<file path="src/rtl/rlzd_pkg.sv">
// ----------------------------------------------------------------------------
// rlzd_pkg: shared types and constants for the run / back-reference decoder
// Holds the payload structs, the controller/datapath interface structs and
// the fixed sizes of the history window and the position counter.
// ----------------------------------------------------------------------------
package rlzd_pkg;

	// History window: 4096 entries of 5-bit values.
	localparam int WIN_DEPTH = 4096;
	localparam int WIN_BITS  = 12;
	localparam int VAL_BITS  = 5;

	// Plane position counter and the mask applied to the reported position.
	localparam int CNT_BITS      = 24;
	localparam int POSITION_BITS = 24;
	localparam logic [CNT_BITS-1:0] POS_MASK = (POSITION_BITS >= CNT_BITS) ? '1 :
		CNT_BITS'((64'd1 << POSITION_BITS) - 64'd1);

	// Byte decoding constants.
	localparam logic [7:0] REF_MIN      = 8'h80;
	localparam logic [3:0] MIN_COPY_LEN = 4'd3;
	localparam logic [3:0] MIN_RUN_LEN  = 4'd1;

	// Remaining-length counter, holds up to ten.
	localparam int REM_BITS = 4;

	typedef struct packed {
		logic [7:0] in_byte;
		logic       start_req;
	} in_item_t;

	typedef struct packed {
		logic [VAL_BITS-1:0] value;
		logic [CNT_BITS-1:0] position;
		logic                last;
	} out_item_t;

	// What the byte at the input decodes to.
	typedef enum logic [1:0] {
		DEC_RUN,
		DEC_COPY,
		DEC_OPEN
	} dec_kind_t;

	typedef enum logic [1:0] {
		ST_IDLE,
		ST_RUN,
		ST_PREP,
		ST_COPY
	} ctrl_state_t;

	// Controller to datapath.
	typedef struct packed {
		logic accept;
		logic emit_run;
		logic emit_copy;
	} dp_cmd_t;

	// Datapath to controller.
	typedef struct packed {
		dec_kind_t dec_kind;
		logic      can_load;
		logic      at_limit;
		logic      last_one;
	} dp_status_t;

endpackage

</file>
<file path="src/rtl/rlzd_ctrl.sv">
// ----------------------------------------------------------------------------
// rlzd_ctrl: sequencing state machine
// Accepts one byte at a time, then steps the datapath through a run or a
// back-reference copy, one emitted value per cycle while the output is free.
// ----------------------------------------------------------------------------
module rlzd_ctrl (
	input  logic                clk,
	input  logic                arst_n,
	input  logic                in_valid,
	output logic                in_ready,
	input  rlzd_pkg::dp_status_t status,
	output rlzd_pkg::dp_cmd_t    cmd
);
	import rlzd_pkg::*;

	ctrl_state_t state_q;
	ctrl_state_t state_d;

	// State register.
	always_ff @(posedge clk or negedge arst_n) begin
		if (!arst_n) begin
			state_q <= ST_IDLE;
		end else begin
			state_q <= state_d;
		end
	end

	// Next state and commands.
	always_comb begin
		state_d       = state_q;
		in_ready      = 1'b0;
		cmd.accept    = 1'b0;
		cmd.emit_run  = 1'b0;
		cmd.emit_copy = 1'b0;
		unique case (state_q)
			ST_IDLE: begin
				in_ready = 1'b1;
				if (in_valid) begin
					cmd.accept = 1'b1;
					unique case (status.dec_kind)
						DEC_RUN:  state_d = ST_RUN;
						DEC_COPY: state_d = ST_PREP;
						default:  state_d = ST_IDLE;
					endcase
				end
			end
			ST_RUN: begin
				if (status.at_limit) begin
					state_d = ST_IDLE;
				end else if (status.can_load) begin
					cmd.emit_run = 1'b1;
					if (status.last_one) begin
						state_d = ST_IDLE;
					end
				end
			end
			ST_PREP: begin
				// The first source read is issued in this cycle.
				state_d = ST_COPY;
			end
			ST_COPY: begin
				if (status.at_limit) begin
					state_d = ST_IDLE;
				end else if (status.can_load) begin
					cmd.emit_copy = 1'b1;
					if (status.last_one) begin
						state_d = ST_IDLE;
					end
				end
			end
			default: state_d = ST_IDLE;
		endcase
	end

	// A value is only produced into a free output register.
	a_emit_free: assert property (@(posedge clk) disable iff (!arst_n)
		(cmd.emit_run || cmd.emit_copy) |-> status.can_load)
		else $error("emit while output register is occupied");

	a_emit_one: assert property (@(posedge clk) disable iff (!arst_n)
		$onehot0({cmd.accept, cmd.emit_run, cmd.emit_copy}))
		else $error("conflicting datapath commands");

	a_prep_copy: assert property (@(posedge clk) disable iff (!arst_n)
		(state_q == ST_PREP) |=> (state_q == ST_COPY))
		else $error("read setup not followed by copy");

endmodule

</file>
<file path="config.mk">
export PLATFORM = sky130hd
export DESIGN_NAME = rlzd_ctrl
export DESIGN_NICKNAME = d
export VERILOG_FILES = /design/src/rtl/rlzd_pkg.sv /design/src/rtl/rlzd_ctrl.sv
export SDC_FILE = /design/constraint.sdc
export NUM_CORES = 1
export LEC_CHECK = 0
export BUFFER_PORTS_ARGS = -buffer_cell sky130_fd_sc_hd__buf_2
export CORE_AREA = 3 3 40 42
export DETAILED_ROUTE_END_ITERATION = 10
export DIE_AREA = 0 0 43 45
export PLACE_DENSITY = 0.34
export SLEW_MARGIN = 40
export SYNTH_ARGS = -nofsm -noshare
export SYNTH_HDL_FRONTEND = slang
export SYNTH_SLANG_ARGS = --single-unit
export TNS_END_PERCENT = 30
</file>
<file path="constraint.sdc">
create_clock -name clk -period 1 [get_ports clk]
set_input_delay 0.1 -clock clk [delete_from_list [all_inputs] [get_ports clk]]
set_output_delay 0.1 -clock clk [all_outputs]
set_load 0.02 [all_outputs]
</file>
==> run_results.csv, run 1 <==
group,metric,value,unit
sta,maxSlewHeadroom,86.00,%
cells_and_area,drive_gt1_share,74.07,%
detailed_routing,ant_nets,0,
clocking,clk_latency,0.22,ns
critical_path,crit_chain,"nor4bb_2, buf_2",
logic_synthesis,yosysSeqAreaShare,38.46,%
placed_design,io_buffers,11,
logic_synthesis,synthTopCellsByArea,"dfrtp_1 38%, a22oi_2 9.6%, and4bb_2 9.6%, and4b_1 7.7%, nor4bb_1 7.7%",
sta,rsz0062_at_grt,"yes",
grt,track_usage,5.486,%
floorplan,core_area,1285,um^2
cells_and_area,multi_input_area,88.84,um^2
cells_and_area,areaGrowthSynthToFinish,95.19,%
logic_synthesis,syn_nets,19,
sta,min_period_over_period,121.1,%
critical_path,reg2reg_slack,0.04,ns
grt,grt_max_degree,7,
power_and_ir_drop,ir_worst_vdd,0.6149,mV
logic_synthesis,synth_area,130.1,um^2
grt,first_global_vias,172,
critical_path,slowest_stage,"dfrtp_1",
status,violations,"negative setup slack",
sta,finalSetupViolations,4,
cells_and_area,diodes,0,
detailed_routing,post_drt_wl_per_cell,8.881,um
cells_and_area,mostFrequentLayoutCells,"11 x buf_2, 3 x clkbuf_4",
detailed_routing,vias,157,
floorplan,die_w,43,um
logic_synthesis,synth_warnings,0,
floorplan,ioPinCount,12,
critical_path,cp-end-kind,"output port",
sta,tns,-0.6194,ns
power_and_ir_drop,p_leak,0.0001275,uW
clocking,path_clk_slew,0.03,ns
sta,fin_ws,-0.2110,ns
cells_and_area,layout.cells.non_filler,42,
cells_and_area,regMostFlops,"state_q",
hold_path,min_path_cells,3,
sta,hold_violations,0,
logic_synthesis,syn_inst,11,
critical_path,crit_type,"reg2out",
cells_and_area,nFillCells,141,
cells_and_area,seq_area,51.30,um^2
logic_synthesis,yosys.area.top_type_share,38.46,%
power_and_ir_drop,powerDensity,2525,nW/um^2
sta,final.min_clock_period,1.211,ns
critical_path,cp.required,0.90,ns
critical_path,crit_path_max_fanout,4,
critical_path,reg2reg_depth,2,
grt,grt_first_pass_wirelength,717,um
sta,max_freq,825.8,MHz
sta,worst_slew_pin_slew,0.2070,ns
detailed_routing,drc_errors,0,
sta,hold_slack,0.1601,ns
detailed_routing,routed_via_density,3.738,
floorplan,die_h,45,um
clocking,cts.sink_count,2,
status,outcome,"finished with violations",
floorplan,row_count,13,
sta,finalMaxSlewViolations,0,
clocking,cts-htree-levels,1,
clocking,cts_root_buffer,"clkbuf_4",
cells_and_area,final_common_cell,"buf_2",
critical_path,slowest_delay,0.41,ns
floorplan,initial_core_util,10.13,%
flow_run,maxCapViolCount,0,
clocking,clockBufferDepth,2,
cells_and_area,largest_register_ffs,2,
placed_design,gp_congestion,0.6547,
cells_and_area,reg_top3,"state_q x2",
logic_synthesis,synth_cell_types,10,
hold_path,min_path_type,"in2reg",
logic_synthesis,yosys_register_bits,2,
detailed_routing,drt-total-wl,373,um
logic_synthesis,syn_avg_cell_area,11.83,um^2
critical_path,arrival,1.11,ns
detailed_routing,first_pass_iters,3,
clocking,cts-buffers-inserted,3,
placed_design,dp_cells,37,
cells_and_area,fin_nets,37,
clocking,cts_tree,"built",
sta,finClkSkew,0.003353,ns
critical_path,worst_setup_path_start_kind,"flip-flop",
floorplan,dieArea,1935,um^2
grt,overflow,0,
grt,antenna_found_initial,0,
logic_synthesis,yosys.area.top_type,"dfrtp_1",
detailed_routing,drtIter0Drc,5,
-- synth_stat cells, drive strengths merged --
library cell	instances
a21o	1
a22oi	1
a2bb2oi	1
and2	1
and4b	1
and4bb	1
dfrtp	2
nor2	1
nor4bb	1
or3b	1
-- final timing paths --
check                        endpoint       start
min in group asynchronous  state_q[1]      arst_n
max                            cmd[1]  state_q[1]
min                        state_q[0]   status[4]
max reg2reg                state_q[1]  state_q[0]
min reg2reg                state_q[1]  state_q[0]
max in group asynchronous  state_q[0]      arst_n
-- stage by stage --
stage / power, uW / cell area, um^2 / utilization (%) / worst slack (ns)
after global routing: 689.5 / 254.0 / 19.77 / -0.2874
after detailed placement: 422.8 / 212.7 / 16.55 / 0.002623
after global placement: 421.6 / 212.7 / 16.55 / 0.02418
after floorplan: 336.2 / 138.9 / - / -0.05524
after CTS: 648.2 / 254.0 / 19.77 / -0.2145
final: 641.2 / 254.0 / 19.77 / -0.2110
-- area by class of cell --
type | count | area share (%)
Sequential cell | 2 | 20.20
Tap cell | 15 | 7.389
Timing Repair Buffer | 13 | 28.57
Multi-Input combinational cell | 9 | 34.98
Clock buffer | 3 | 8.867
-- worst max-delay path: cells and delay by family, from the launching register on --
| family | cells | cell delay [ns] |
|---|---|---|
| buffers and inverters | 1 | 0.21 |
| and+or+nand+nor | 1 | 0.27 |
| DFF | 1 | 0.41 |
-- where the power goes --
| part | internal (uW) | total [uW] | switching [uW] | leakage [uW] |
|---|---|---|---|---|
| clock | 132 | 173 | 40.9 | 0.0000138 |
| combinational | 150 | 283 | 133 | 0.0000895 |
| sequential | 123 | 185 | 62.7 | 0.0000242 |
| total | 404 | 641 | 237 | 0.000127 |
-- cell families after synthesis --
logic type	Yosys count	share of synthesized area (%)
and+or+nand+nor	6	39.42
AOI/OAI and AO/OA	3	22.12
DFF	2	38.46
-- metal layers --
metal / track usage (%) / up-vias / routed length [um]
met4: 5.422 / 0 / 0
met2: 7.186 / 10 / 147
li1: - / 78 / -
met1: 5.755 / 69 / 184
met5: 0 / - / 0
met3: 3.586 / 0 / 42
-- timing repair --
item                                   in CTS  in global routing
hold buffers                                1                  0
setup endpoints to repair                   4                  5
endpoints found under the hold margin       2                  0
pin swaps                                   2                  1
gates resized for setup                     1                  0
buffers inserted                            1                  0
Power figures use the tool's default switching activity.
==> run 2: changes to the inputs <==
==> constraint.sdc (replaced) <==
create_clock -name clk -period 1.5 [get_ports clk]
set_input_delay 0.15 -clock clk [delete_from_list [all_inputs] [get_ports clk]]
set_output_delay 0.15 -clock clk [all_outputs]
set_load 0.02 [all_outputs]
==> run 2 against run 1 <==
The flow now finishes without violations; sequential power down 41%; combinational power is 45% lower; setup slack gained 0.41 ns.
==> run_results.csv, run 2 (same netlist as run 1, synthesis figures left out) <==
group,metric,value,unit
sta,rsz0062_at_grt,"no",
cells_and_area,nFillCells,149,
floorplan,ioPinCount,12,
flow_run,maxCapViolCount,0,
cells_and_area,utilization,18.40,%
floorplan,row_count,13,
cells_and_area,diodes,0,
sta,worst_slew_pin_slew,0.2187,ns
detailed_routing,drtIter0Drc,3,
clocking,cts_tree,"built",
detailed_routing,drc_errors,0,
sta,maxSlewHeadroom,85.22,%
hold_path,worstHoldEndpoint,"state_q[0]",
critical_path,crit_path_max_fanout,6,
critical_path,crit_family,"flip-flops",
detailed_routing,ant_nets,0,
sta,finClkSkew,0.003179,ns
critical_path,worst_setup_path_start_kind,"flip-flop",
clocking,clockBufferDepth,2,
floorplan,die_w,43,um
critical_path,crit_type,"reg2out",
grt,antenna_found_initial,0,
cells_and_area,reg_top3,"state_q x2",
cells_and_area,mostFrequentLayoutCells,"11 x buf_2, 3 x clkbuf_4, 2 x dfrtp_1",
clocking,clk_latency,0.22,ns
grt,track_usage,5.662,%
sta,max_freq,769.2,MHz
detailed_routing,vias,157,
cells_and_area,design_area,236.5,um^2
power_and_ir_drop,powerDensity,1620,nW/um^2
clocking,cts.sink_count,2,
critical_path,r2r-start,"state_q[0]",
status,outcome,"completed",
detailed_routing,drt-total-wl,370,um
clocking,cts-htree-levels,1,
clocking,cts_root_buffer,"clkbuf_4",
critical_path,slowest_stage,"dfrtp_1",
hold_path,min_path_type,"in2reg",
cells_and_area,areaGrowthSynthToFinish,81.73,%
placed_design,gp_congestion,0.7101,
critical_path,reg2reg_depth,2,
power_and_ir_drop,ir_worst_vdd,0.3506,mV
cells_and_area,fin_nets,36,
floorplan,dieArea,1935,um^2
detailed_routing,routed_via_density,3.829,
sta,min_period_over_period,86.67,%
sta,hold_violations,0,
grt,grt_max_degree,7,
critical_path,reg2reg_slack,0.55,ns
floorplan,initial_core_util,10.13,%
critical_path,crit_chain,"nor2_1, and2_1, buf_2",
detailed_routing,first_pass_iters,2,
cells_and_area,largest_register_ffs,2,
hold_path,min_from,"status[3]",
floorplan,core_area,1285,um^2
critical_path,r2r-end,"state_q[1]",
critical_path,worst-path-buf-inv,1,
sta,final.min_clock_period,1.300,ns
clocking,path_clk_slew,0.03,ns
clocking,cts-buffers-inserted,3,
cells_and_area,regMostFlops,"state_q",
critical_path,cp.required,1.35,ns
placed_design,io_buffers,11,
hold_path,min_path_cells,3,
floorplan,die_h,45,um
sta,tns,0,ns
grt,overflow,0,
cells_and_area,final_common_cell,"buf_2",
grt,first_global_vias,168,
sta,finalMaxSlewViolations,0,
sta,finalSetupViolations,0,
grt,grt_first_pass_wirelength,710,um
critical_path,cp-end-kind,"output port",
critical_path,slowest_delay,0.42,ns
detailed_routing,post_drt_wl_per_cell,9.024,um
power_and_ir_drop,p_leak,0.0001233,uW
critical_path,arrival,1.15,ns
placed_design,placed_area,203.9,um^2
cells_and_area,drive_gt1_share,61.54,%
[run 2: cell count changes in the layout (fill, tap and decap cells not counted)]
cell / previous run / this run
nor2_1: 0 / 1
nor4bb_1: 0 / 1
nor4bb_2: 1 / 0
dfrtp_1: 1 / 2
nor2_2: 1 / 0
dfrtp_2: 1 / 0
buf_4: 1 / 0
[run 2: area by class of cell]
class	instances	area, um^2	area share, %
repair buffers	12	65.06	27.51
well taps	15	18.77	7.937
flip-flops and latches	2	50.05	21.16
clock buffers	3	22.52	9.524
multi-input cells	9	80.08	33.86
[run 2: metrics by stage]
step	total power [uW]	cells	setup WS [ns]	hold WS, ns
2_1_floorplan	210.5	11	0.2424	-0.1456
3_3_place_gp	266.4	37	0.4261	-0.06457
3_5_place_dp	267.6	37	0.4171	-0.06472
4_1_cts	392.7	41	0.1741	0.2217
5_1_grt	422.5	41	0.1175	0.2320
6_report	383.2	41	0.1999	0.2253
[run 2: routing by layer]
metal / share of wire [%] / track usage, %
met1: 44 / 5.301
met2: 43 / 7.186
met3: 10 / 3.984
met4: 2.4 / 7.229
met5: 0 / 0
[run 2: worst max path at each step]
stage	from	endpoint	slack [ns]	depth (start not counted)
2_1_floorplan	state_q[1]	cmd[1]	0.24	1
3_3_place_gp	state_q[0]	cmd[2]	0.43	3
3_5_place_dp	state_q[0]	cmd[2]	0.42	3
4_1_cts	state_q[0]	cmd[2]	0.17	3
5_1_grt	state_q[0]	cmd[2]	0.12	3
6_report	state_q[0]	cmd[2]	0.20	3
[run 2: what timing repair did]
action,in CTS,in global routing
endpoints found under the hold margin,2,0
hold buffers,1,0
buffers inserted,0,0
resized for setup,0,0
[run 2: worst reg2reg max path: stages (launching register included)]
cell,delay [ns]
dfrtp_1,0.42
and4bb_2,0.31
a2bb2oi_1,0.15
[run 2: report_power, final]
group | internal [uW] | switching [uW] | total (uW) | leakage, uW
Clock | 88.0 | 28.2 | 116 | 0.0000138
Combinational | 72.2 | 84.3 | 157 | 0.0000842
Sequential | 78.9 | 31.5 | 110 | 0.0000253
==> run 3: changes to the inputs <==
==> constraint.sdc (replaced) <==
create_clock -name clk -period 1.2 [get_ports clk]
set_input_delay 0.12 -clock clk [delete_from_list [all_inputs] [get_ports clk]]
set_output_delay 0.12 -clock clk [all_outputs]
set_load 0.02 [all_outputs]
==> run 3 against run 2 <==
The run now ends with negative setup slack left; clock-buffer cell count stayed put; power is 44% higher; largest power group unchanged; flip-flop and latch count stayed put; sequential share of layout area is 1.5 points lower; via count is 3.8% higher; routed wire length is 15% higher; first-iteration DRC count is 100% lower; setup slack worse by 0.24 ns; die area stayed put; clock skew is 0.0014 ns lower; worst hold slack worse by 0.045 ns; critical path type unchanged; clock power is 28% higher.
==> run_results.csv, run 3 (same netlist as run 1, synthesis figures left out) <==
group,metric,value,unit
critical_path,slowest_delay,0.41,ns
critical_path,crit_path_max_fanout,4,
floorplan,core_area,1285,um^2
sta,finClkSkew,0.001809,ns
detailed_routing,drt-total-wl,426,um
critical_path,crit_end,"cmd[1]",
sta,hold_violations,0,
placed_design,place_ws,0.1616,ns
grt,use_met3,3.984,%
floorplan,ioPinCount,12,
grt,antenna_found_initial,0,
sta,maxSlewHeadroom,85.37,%
sta,rsz0062_at_grt,"yes",
grt,grt.busiest_layer,"met2",
sta,final.min_clock_period,1.237,ns
power_and_ir_drop,p_leak,0.0001327,uW
critical_path,worst_setup_path_start_kind,"flip-flop",
cells_and_area,design_area,261.5,um^2
power_and_ir_drop,ir_worst_vdd,0.3092,mV
power_and_ir_drop,powerDensity,2116,nW/um^2
sta,min_period_over_period,103.1,%
critical_path,r2r-start,"state_q[0]",
clocking,cts_tree,"built",
critical_path,cp.required,1.08,ns
grt,overflow,0,
detailed_routing,routed_via_density,3.791,
clocking,cts_root_buffer,"clkbuf_4",
grt,first_global_vias,180,
power_and_ir_drop,finalPower,553.4,uW
critical_path,reg2reg_depth,2,
critical_path,arrival,1.12,ns
grt,grt_max_degree,7,
sta,tns,-0.03707,ns
detailed_routing,vias,163,
clocking,cts-buffers-inserted,3,
floorplan,dieArea,1935,um^2
detailed_routing,post_drt_wl_per_cell,9.907,um
sta,max_freq,808.4,MHz
placed_design,dp_cells,37,
sta,finalMaxSlewViolations,0,
clocking,clockBufferDepth,2,
detailed_routing,drc_errors,0,
sta,worst_slew_pin_slew,0.2163,ns
critical_path,crit_chain,"nor4bb_2, buf_2",
cells_and_area,mostFrequentLayoutCells,"11 x buf_2, 3 x clkbuf_4, 2 x buf_4",
detailed_routing,ant_nets,0,
clocking,path_clk_slew,0.03,ns
detailed_routing,first_pass_iters,1,
cells_and_area,reg_top3,"state_q x2",
cells_and_area,regMostFlops,"state_q",
placed_design,io_buffers,11,
status,violations,"negative setup slack",
clocking,cts-htree-levels,1,
grt,grt_first_pass_wirelength,717,um
cells_and_area,layout.cells.non_filler,43,
sta,finalSetupViolations,1,
cells_and_area,areaGrowthSynthToFinish,101.0,%
critical_path,crit_type,"reg2out",
cells_and_area,final_common_cell,"buf_2",
grt,met1_usage,4.578,%
floorplan,die_w,43,um
critical_path,r2r-end,"state_q[1]",
clocking,cts.sink_count,2,
placed_design,placed_area,210.2,um^2
flow_run,maxCapViolCount,0,
clocking,clk_latency,0.22,ns
cells_and_area,diodes,0,
detailed_routing,drtIter0Drc,0,
cells_and_area,fin_nets,38,
grt,track_usage,5.662,%
floorplan,die_h,45,um
hold_path,min_path_type,"in2reg",
floorplan,initial_core_util,10.13,%
grt,grtUsageMet2,8.084,%
placed_design,gp_congestion,0.6711,
status,outcome,"finished with violations",
cells_and_area,largest_register_ffs,2,
critical_path,cp-end-kind,"output port",
critical_path,setup.worst_path.start,"state_q[1]",
critical_path,reg2reg_slack,0.25,ns
cells_and_area,drive_gt1_share,75.00,%
floorplan,row_count,13,
critical_path,slowest_stage,"dfrtp_1",
sta,fin_ws,-0.03707,ns
## run 3: cell types whose count changed in the layout (fill, tap and decap cells not counted)
| cell | change |
|---|---|
| nor2_2 | +1 |
| nor2_1 | -1 |
| nor4bb_2 | +1 |
| dfrtp_2 | +1 |
| dfrtp_1 | -1 |
| nor4bb_1 | -1 |
| buf_4 | +2 |
## run 3: how the worst min path moves through the flow
stage	depth (start not counted)	slack (ns)	endpoint	from
finish	3	0.18	state_q[0]	status[3]
global route	3	0.20	state_q[0]	status[4]
CTS	3	0.18	state_q[0]	status[3]
detailed placement	1	-0.09	state_q[1]	arst_n
global placement	1	-0.09	state_q[1]	arst_n
floorplan	0	-0.18	state_q[0]	arst_n
## run 3: timing repair
item,4_1_cts,5_1_grt
setup buffers,0,2
hold endpoints to repair,2,0
setup endpoints to repair,2,2
gates cloned,0,0
gates resized for setup,1,1
pin swaps,1,1
hold buffers,1,0
## run 3: metal layers
layer	share of wire (%)	vias to the layer above	wire length (um)
li1	-	80	-
met1	38	76	162
met2	51	7	217
met3	11	0	46
met4	0	0	0
met5	0	-	0
## run 3: critical path, delay by kind of cell, from the launching register on
family	cells	cell delay (ns)
buffers and inverters	1	0.21
and+or+nand+nor	1	0.28
DFF	1	0.41
## run 3: report_power, final
group | total (uW) | switching, uW | internal, uW
logic | 256 | 116 | 140
clock network | 149 | 38.4 | 110
registers | 148 | 46.1 | 102
## run 3: metrics by stage
| step | util [%] | hold WS (ns) |
|---|---|---|
| global route | 20.35 | 0.1993 |
| detailed placement | 16.36 | -0.09134 |
| finish | 20.35 | 0.1803 |
| floorplan | - | -0.1756 |
| global placement | 16.36 | -0.09288 |
| CTS | 19.08 | 0.1763 |
## run 3: final cells by class
cell class / count / area (um^2)
fill: 143 / 1023
sequential: 2 / 51.30
timing repair buffer: 14 / 80.08
clock buffer: 3 / 22.52
multi-input combinational: 9 / 88.84
tap: 15 / 18.77
